$ cat config.mk
export PLATFORM = sky130hd
export DESIGN_NAME = fea_ctrl
export DESIGN_NICKNAME = d
export VERILOG_FILES = /design/src/hdl/free_extent_heap_allocator_defines.svh /design/src/hdl/fea_pkg.sv /design/src/hdl/fea_ctrl.sv
export SDC_FILE = /design/constraint.sdc
export NUM_CORES = 1
export LEC_CHECK = 0
export ABC_CLOCK_PERIOD_IN_PS = 2300
export BUFFER_PORTS_ARGS = -buffer_cell sky130_fd_sc_hd__buf_4
export CAP_MARGIN = 20
export CORE_MARGIN = 8
export CORE_UTILIZATION = 55
export CTS_CLUSTER_DIAMETER = 150
export DETAILED_ROUTE_END_ITERATION = 7
export GPL_TIMING_DRIVEN = 0
export HOLD_SLACK_MARGIN = 0.06
export PLACE_DENSITY = 0.87
export SYNTH_ARGS = -nofsm -noshare
export SYNTH_HDL_FRONTEND = slang
export SYNTH_SLANG_ARGS = --single-unit
$ cat constraint.sdc
create_clock -name clk -period 2.3 [get_ports clk]
set_input_delay 0.575 -clock clk [delete_from_list [all_inputs] [get_ports clk]]
set_output_delay 0.575 -clock clk [all_outputs]
set_load 0.02 [all_outputs]
$ cat src/hdl/free_extent_heap_allocator_defines.svh
// assertion macros for the allocator datapath rtl
`ifndef FREE_EXTENT_HEAP_ALLOCATOR_DEFINES_SVH
`define FREE_EXTENT_HEAP_ALLOCATOR_DEFINES_SVH

`ifndef SYNTH
`define FEA_ASSERT(name, clk, rst_n, prop) \
  name: assert property (@(posedge clk) disable iff (!rst_n) prop) \
    else $error("fea assertion failed");
`define FEA_ASSERT_RST(name, clk, prop) \
  name: assert property (@(posedge clk) prop) \
    else $error("fea reset assertion failed");
`else
`define FEA_ASSERT(name, clk, rst_n, prop)
`define FEA_ASSERT_RST(name, clk, prop)
`endif

`endif

$ cat src/hdl/fea_pkg.sv
// constants, command codes and status type of the free extent heap allocator
`timescale 1ns / 1ps
package fea_pkg;

  localparam int FREE_ENTRIES  = 64;
  localparam int USED_ENTRIES  = 64;
  localparam int GROW_BYTES    = 4096;
  localparam int GROW_LG       = $clog2(GROW_BYTES);
  localparam int HEADER_BYTES  = 16;
  localparam int HEAP_CAPACITY = 16777216;

  localparam int OFF_W   = 24;
  localparam int BYTES_W = 25;
  localparam int CNT_W   = $clog2(FREE_ENTRIES + 1);
  localparam int UCNT_W  = $clog2(USED_ENTRIES + 1);
  localparam int IDX_W   = (CNT_W > UCNT_W) ? CNT_W : UCNT_W;
  localparam int FA_W    = $clog2(FREE_ENTRIES);
  localparam int UA_W    = $clog2(USED_ENTRIES);
  localparam int STEP_W  = BYTES_W - GROW_LG + 1;

  localparam int IN_W  = 48;
  localparam int OUT_W = 112;

  localparam logic [1:0] OP_ALLOC = 2'd0;
  localparam logic [1:0] OP_FREE  = 2'd1;
  localparam logic [1:0] OP_INFO  = 2'd2;

  localparam logic [1:0] FIT_FIRST = 2'd0;
  localparam logic [1:0] FIT_BEST  = 2'd1;
  localparam logic [1:0] FIT_WORST = 2'd2;

  localparam logic REG_FIT_POLICY = 1'b0;
  localparam logic REG_HEAP_LIMIT = 1'b1;

  typedef logic [4:0] fea_cmd_t;

  localparam fea_cmd_t CMD_NOP        = 5'd0;
  localparam fea_cmd_t CMD_ACCEPT     = 5'd1;
  localparam fea_cmd_t CMD_SLOT_INIT  = 5'd2;
  localparam fea_cmd_t CMD_SLOT_STEP  = 5'd3;
  localparam fea_cmd_t CMD_ALLOC_INIT = 5'd4;
  localparam fea_cmd_t CMD_SCAN_RD    = 5'd5;
  localparam fea_cmd_t CMD_FIT_EV     = 5'd6;
  localparam fea_cmd_t CMD_GROW_A     = 5'd7;
  localparam fea_cmd_t CMD_GROW_B     = 5'd8;
  localparam fea_cmd_t CMD_GROW_APPLY = 5'd9;
  localparam fea_cmd_t CMD_PUSH_RD    = 5'd10;
  localparam fea_cmd_t CMD_PUSH_WR    = 5'd11;
  localparam fea_cmd_t CMD_PUSH_W0    = 5'd12;
  localparam fea_cmd_t CMD_PICK_RD    = 5'd13;
  localparam fea_cmd_t CMD_PICK_EV    = 5'd14;
  localparam fea_cmd_t CMD_DROP_RD    = 5'd15;
  localparam fea_cmd_t CMD_DROP_WR    = 5'd16;
  localparam fea_cmd_t CMD_DROP_END   = 5'd17;
  localparam fea_cmd_t CMD_USE_WR     = 5'd18;
  localparam fea_cmd_t CMD_FREE_INIT  = 5'd19;
  localparam fea_cmd_t CMD_USED_RD    = 5'd20;
  localparam fea_cmd_t CMD_USED_EV    = 5'd21;
  localparam fea_cmd_t CMD_CO_INIT    = 5'd22;
  localparam fea_cmd_t CMD_CO_CRD     = 5'd23;
  localparam fea_cmd_t CMD_CO_CEV     = 5'd24;
  localparam fea_cmd_t CMD_CO_SRD     = 5'd25;
  localparam fea_cmd_t CMD_CO_SEV     = 5'd26;
  localparam fea_cmd_t CMD_INFO_INIT  = 5'd27;
  localparam fea_cmd_t CMD_INFO_EV    = 5'd28;
  localparam fea_cmd_t CMD_OUT_LOAD   = 5'd29;

  typedef struct packed {
    logic [1:0] in_op;
    logic       size_zero;
    logic       off_zero;
    logic       used_end;
    logic       slot_free;
    logic       idx_end;
    logic       found;
    logic       tail;
    logic       g_zero;
    logic       g_fail;
    logic       push_zero;
    logic       split;
    logic       drop_end;
    logic       used_hit;
    logic       free_full;
    logic       c_end;
    logic       s_end;
    logic       s_self;
    logic       merge;
    logic       out_busy;
  } fea_stat_t;

endpackage

$ cat src/hdl/fea_ctrl.sv
// controller state machine sequencing table scans, growth, splits and merges
`timescale 1ns / 1ps
module fea_ctrl import fea_pkg::*; (
  input  logic      clk,
  input  logic      rst_n,
  input  logic      in_tvalid,
  output logic      in_tready,
  input  fea_stat_t st,
  output fea_cmd_t  cmd
);

  localparam logic [4:0] S_IDLE   = 5'd0;
  localparam logic [4:0] S_A_CHK  = 5'd1;
  localparam logic [4:0] S_A_SL   = 5'd2;
  localparam logic [4:0] S_A_INI  = 5'd3;
  localparam logic [4:0] S_A_RD   = 5'd4;
  localparam logic [4:0] S_A_EV   = 5'd5;
  localparam logic [4:0] S_A_NF   = 5'd6;
  localparam logic [4:0] S_A_GB   = 5'd7;
  localparam logic [4:0] S_A_GROW = 5'd8;
  localparam logic [4:0] S_A_PRD  = 5'd9;
  localparam logic [4:0] S_A_PEV  = 5'd10;
  localparam logic [4:0] S_A_USE  = 5'd11;
  localparam logic [4:0] S_P_RD   = 5'd12;
  localparam logic [4:0] S_P_WR   = 5'd13;
  localparam logic [4:0] S_P_W0   = 5'd14;
  localparam logic [4:0] S_D_RD   = 5'd15;
  localparam logic [4:0] S_D_WR   = 5'd16;
  localparam logic [4:0] S_D_END  = 5'd17;
  localparam logic [4:0] S_F_CHK  = 5'd18;
  localparam logic [4:0] S_F_RD   = 5'd19;
  localparam logic [4:0] S_F_EV   = 5'd20;
  localparam logic [4:0] S_C_INIT = 5'd21;
  localparam logic [4:0] S_C_CRD  = 5'd22;
  localparam logic [4:0] S_C_CEV  = 5'd23;
  localparam logic [4:0] S_C_SRD  = 5'd24;
  localparam logic [4:0] S_C_SEV  = 5'd25;
  localparam logic [4:0] S_I_INIT = 5'd26;
  localparam logic [4:0] S_I_RD   = 5'd27;
  localparam logic [4:0] S_I_EV   = 5'd28;
  localparam logic [4:0] S_DONE   = 5'd29;

  logic [4:0] state_r, state_nxt, ret_r, ret_nxt;

  always_ff @(posedge clk) begin
    if (!rst_n) begin
      state_r <= S_IDLE;
      ret_r   <= S_IDLE;
    end else begin
      state_r <= state_nxt;
      ret_r   <= ret_nxt;
    end
  end

  assign in_tready = state_r == S_IDLE;

  always_comb begin
    state_nxt = state_r;
    ret_nxt   = ret_r;
    cmd       = CMD_NOP;
    unique case (state_r)
      S_IDLE: begin
        if (in_tvalid) begin
          cmd = CMD_ACCEPT;
          unique case (st.in_op)
            OP_ALLOC: state_nxt = S_A_CHK;
            OP_FREE:  state_nxt = S_F_CHK;
            OP_INFO:  state_nxt = S_I_INIT;
            default:  state_nxt = S_DONE;
          endcase
        end
      end
      S_A_CHK: begin
        cmd       = CMD_SLOT_INIT;
        state_nxt = st.size_zero ? S_DONE : S_A_SL;
      end
      S_A_SL: begin
        cmd = CMD_SLOT_STEP;
        if (st.used_end) begin
          state_nxt = S_DONE;
        end else if (st.slot_free) begin
          state_nxt = S_A_INI;
        end
      end
      S_A_INI: begin
        cmd       = CMD_ALLOC_INIT;
        state_nxt = S_A_RD;
      end
      S_A_RD: begin
        if (st.idx_end) begin
          state_nxt = S_A_NF;
        end else begin
          cmd       = CMD_SCAN_RD;
          state_nxt = S_A_EV;
        end
      end
      S_A_EV: begin
        cmd       = CMD_FIT_EV;
        state_nxt = S_A_RD;
      end
      S_A_NF: begin
        cmd       = CMD_GROW_A;
        state_nxt = st.found ? S_A_PRD : S_A_GB;
      end
      S_A_GB: begin
        cmd       = CMD_GROW_B;
        state_nxt = S_A_GROW;
      end
      S_A_GROW: begin
        cmd = CMD_GROW_APPLY;
        if (st.g_zero) begin
          state_nxt = S_DONE;
        end else if (st.tail) begin
          state_nxt = st.g_fail ? S_DONE : S_A_PRD;
        end else begin
          ret_nxt   = st.g_fail ? S_DONE : S_A_PRD;
          state_nxt = S_P_RD;
        end
      end
      S_P_RD: begin
        if (st.push_zero) begin
          state_nxt = S_P_W0;
        end else begin
          cmd       = CMD_PUSH_RD;
          state_nxt = S_P_WR;
        end
      end
      S_P_WR: begin
        cmd       = CMD_PUSH_WR;
        state_nxt = S_P_RD;
      end
      S_P_W0: begin
        cmd       = CMD_PUSH_W0;
        state_nxt = ret_r;
      end
      S_A_PRD: begin
        cmd       = CMD_PICK_RD;
        state_nxt = S_A_PEV;
      end
      S_A_PEV: begin
        cmd = CMD_PICK_EV;
        if (st.split) begin
          state_nxt = S_A_USE;
        end else begin
          ret_nxt   = S_A_USE;
          state_nxt = S_D_RD;
        end
      end
      S_D_RD: begin
        if (st.drop_end) begin
          state_nxt = S_D_END;
        end else begin
          cmd       = CMD_DROP_RD;
          state_nxt = S_D_WR;
        end
      end
      S_D_WR: begin
        cmd       = CMD_DROP_WR;
        state_nxt = S_D_RD;
      end
      S_D_END: begin
        cmd       = CMD_DROP_END;
        state_nxt = ret_r;
      end
      S_A_USE: begin
        cmd       = CMD_USE_WR;
        state_nxt = S_DONE;
      end
      S_F_CHK: begin
        cmd       = CMD_FREE_INIT;
        state_nxt = st.off_zero ? S_DONE : S_F_RD;
      end
      S_F_RD: begin
        if (st.used_end) begin
          state_nxt = S_DONE;
        end else begin
          cmd       = CMD_USED_RD;
          state_nxt = S_F_EV;
        end
      end
      S_F_EV: begin
        cmd = CMD_USED_EV;
        if (st.used_hit) begin
          if (st.free_full) begin
            state_nxt = S_DONE;
          end else begin
            ret_nxt   = S_C_INIT;
            state_nxt = S_P_RD;
          end
        end else begin
          state_nxt = S_F_RD;
        end
      end
      S_C_INIT: begin
        cmd       = CMD_CO_INIT;
        state_nxt = S_C_CRD;
      end
      S_C_CRD: begin
        if (st.c_end) begin
          state_nxt = S_DONE;
        end else begin
          cmd       = CMD_CO_CRD;
          state_nxt = S_C_CEV;
        end
      end
      S_C_CEV: begin
        cmd       = CMD_CO_CEV;
        state_nxt = S_C_SRD;
      end
      S_C_SRD: begin
        cmd = CMD_CO_SRD;
        if (st.s_end) begin
          state_nxt = S_C_CRD;
        end else if (!st.s_self) begin
          state_nxt = S_C_SEV;
        end
      end
      S_C_SEV: begin
        cmd = CMD_CO_SEV;
        if (st.merge) begin
          ret_nxt   = S_C_INIT;
          state_nxt = S_D_RD;
        end else begin
          state_nxt = S_C_SRD;
        end
      end
      S_I_INIT: begin
        cmd       = CMD_INFO_INIT;
        state_nxt = S_I_RD;
      end
      S_I_RD: begin
        if (st.idx_end) begin
          state_nxt = S_DONE;
        end else begin
          cmd       = CMD_SCAN_RD;
          state_nxt = S_I_EV;
        end
      end
      S_I_EV: begin
        cmd       = CMD_INFO_EV;
        state_nxt = S_I_RD;
      end
      S_DONE: begin
        if (!st.out_busy) begin
          cmd       = CMD_OUT_LOAD;
          state_nxt = S_IDLE;
        end
      end
      default: state_nxt = S_IDLE;
    endcase
  end

endmodule

==> metrics.txt <==
Synthesized Nets=roughly 270; Die W=just under 70 um; first-pass GRT wire length=roughly 12 mm; Power Dens Cells=1150 nW/um2; Synth cell types=61; drt via density=just under 8; TritonCTS clock tree=yes; Final period util=105%; crit path capture type=primary output; failing checks=DRC, setup timing; Area growth syn-to-layout=54.9%; CTS Buffer Depth=2; min setup slack post-route=-0.117 ns; Final Core Density=around nine tenths; Mapped Cells=between 200 and 250; antenna cells=0; first drt pass iteration count=8; min cycle time layout=roughly 2.4 ns; GPL Wtd Cong=about 1.0; Overflow after GRT=0; port bufs=29; Slowest-stage cell, CP=dfxtp_4; Layout Nets=between 300 and 400; sequential-to-total area share from yosys stat=11.5%; CTS Buf Count=3; drt drc=8; Slew Limit Fails=0; routed vias=between 2000 and 3000; Ys Warns=0; Inst Count DP=301; CP Launch Type=flop; max-capacitance violation count=0; final worst clock skew=roughly 0.0007 ns; post-route setup TNS=-0.462 ns; Clk Latency, worst-skew pair=about 0.27 ns; Finished Layout Cells=about 340; post-DP HPWL=slightly below 5 mm; Initial DRC Count=approximately 630; Fillers=131; H-tree depth=1; layout cells sized above 1=between 30% and 40%; CP required=between 1.5 and 2 ns; initial antenna violation count=0; EDFF count, synth=0; I/O pin cnt=30; hold buffer count at CTS=0; total power=0.00279 W; R2R setup slack=0.13 ns; crit-path max FO=5; crit-path cells=buf_6 -> buf_8 -> clkinvlp_4 -> nor2_4 -> a2bb2oi_2 -> o211ai_1 -> o41ai_2 -> buf_4; vias in the first global route=2247; largest net degree at the start of global routing=11; # rows=19; Clock transition at path regs=~0.060 ns; DR WL/cell=25.0 um; Setup violations, final=5; Synth Register Bits=9; Hold Path Class=flop to flop; core box area=between 2000 and 3000 um2; Syn Area/Cell=~6.5 um2; Root Buffer Master=clkbuf_4; crit path DAT=roughly 1.8 ns; relative slew slack=about 56%; Setup WS pre-CTS=-0.443 ns; Mapped Area=roughly 1600 um2; total wire length=between 8 and 9 mm; Routed Antenna Nets=0; Synth Flop Type=dfxtp_1; status=complete, but fails checks; Die Height=between 60 and 70 um; leakage power=about 1 nW; GRT Util Overall=28.7%; die area=4820 um2; worst slew pin tran=roughly 0.65 ns; ys async rst share=0%; maximum VDD drop=between 1 and 1.5 mV; # clock sinks=9; final hold vios=0; RSZ-0062 raised after global routing=yes; Fmax=0.414 GHz; Critical Setup Path Class=flop to primary output; critical path's largest stage delay=roughly 0.39 ns; starting density of the core=~57%
through the flow:
step                      instance area (um2)  hold WS (ns)
after global routing                     2430         0.527
after CTS                                2190         0.517
final                                    2430         0.527
after floorplan                          1580         0.440
after global placement                   1830         0.492
after detailed placement                 1830         0.495
what timing repair did:
| action | 4_1_cts | 5_1_grt |
|---|---|---|
| gates resized for setup | 67 | 31 |
| setup endpoints to repair | 5 | 6 |
| pin swaps | 6 | 9 |
| cloned | 2 | 1 |
| setup buffers | 15 | 13 |
worst max-delay path: cells and delay by family, from the launching register on:
family	cells	cell delay, ns
buffers and inverters	4	0.59
flip-flops	1	0.39
AO/OA/AOI/OAI	3	0.39
AND/OR/NAND/NOR	1	0.19
cell usage in the layout (no fill, tap or decap), types with 3 or more instances in the layout:
master      n
a2111oi_0   3
a211oi_1    3
a21oi_1    12
a31oi_1     9
a32o_1      4
and4b_1     3
buf_4      55
buf_6      10
buf_8       6
clkbuf_4    4
dfxtp_1     5
ha_1        3
inv_1       5
nand2_1    27
nand2b_1    5
nand2b_4    3
nand3_1     8
nor2_1     20
nor2b_1     4
nor2b_2     5
nor3_1      5
o21ai_0    11
o21ai_1     4
o22ai_1     7
area by class of cell:
class                      count  area, um2  area share [%]
sequential                     9        190            7.83
inverter                      10       50.0            2.06
tap                           31       38.8            1.60
multi-input combinational    202       1400            57.5
clock buffer                   4       26.3            1.08
buffer                        19        250            10.3
timing repair buffer          60        477            19.6
power breakdown:
| part | internal [W] | switching [W] |
|---|---|---|
| Combinational | 0.00105 | 0.00132 |
| Sequential | 0.000217 | 0.0000654 |
| Clock | 0.0000673 | 0.0000637 |
| Total | 0.00134 | 0.00145 |
layer usage:
layer | GRT usage [%] | routed length, um
met1 | 36.7 | 2840
met2 | 42.2 | 3390
met3 | 7.87 | 1350
met4 | 15.7 | 782
met5 | 0 | 0
final timing paths:
kind,from,endpoint,cells after the start
max,state_r[0],cmd[3],8
min,ret_r[2],ret_r[2],2
max reg2reg,state_r[0],state_r[4],8
min reg2reg,ret_r[2],ret_r[2],2
synthesized netlist by cell type (3+ instances only):
| master | n | area (um2) |
|---|---|---|
| buf_2 | 14 | 70.1 |
| clkbuf_1 | 4 | 15.0 |
| o22ai_1 | 7 | 43.8 |
| dfxtp_1 | 9 | 180 |
| nor3b_1 | 3 | 22.5 |
| o311ai_0 | 3 | 26.3 |
| nor2_1 | 23 | 86.3 |
| a21oi_1 | 13 | 65.1 |
| inv_1 | 8 | 30.0 |
| a31oi_1 | 10 | 62.6 |
| o21ai_0 | 14 | 70.1 |
| nand3_1 | 10 | 50.1 |
| nand2b_1 | 8 | 50.1 |
| or3_1 | 3 | 18.8 |
| a211oi_1 | 3 | 22.5 |
| nand2_1 | 28 | 105 |
| a2111oi_0 | 4 | 35.0 |
| nor2b_1 | 9 | 56.3 |
| and4b_1 | 3 | 30.0 |
| nor3_1 | 5 | 25.0 |
| ha_1 | 3 | 37.5 |
| a32o_1 | 4 | 40.0 |
cells by family (layout without fill, tap and decap cells):
family,count (synthesis),count (layout),synth area share (%)
AO/OA/AOI/OAI,88,88,39.6
AND/OR/NAND/NOR,108,108,36.4
adder cells (fa/ha/maj),3,3,2.39
flip-flops,9,9,11.5
XOR/XNOR,1,1,0.558
multiplexers,2,2,1.36
buffers and inverters,30,93,8.29
registers in the layout (all words and copies together), names as in the netlist:
register,count
ret_r,4
state_r,5
Note: power is estimated with default switching activity, not from simulation.
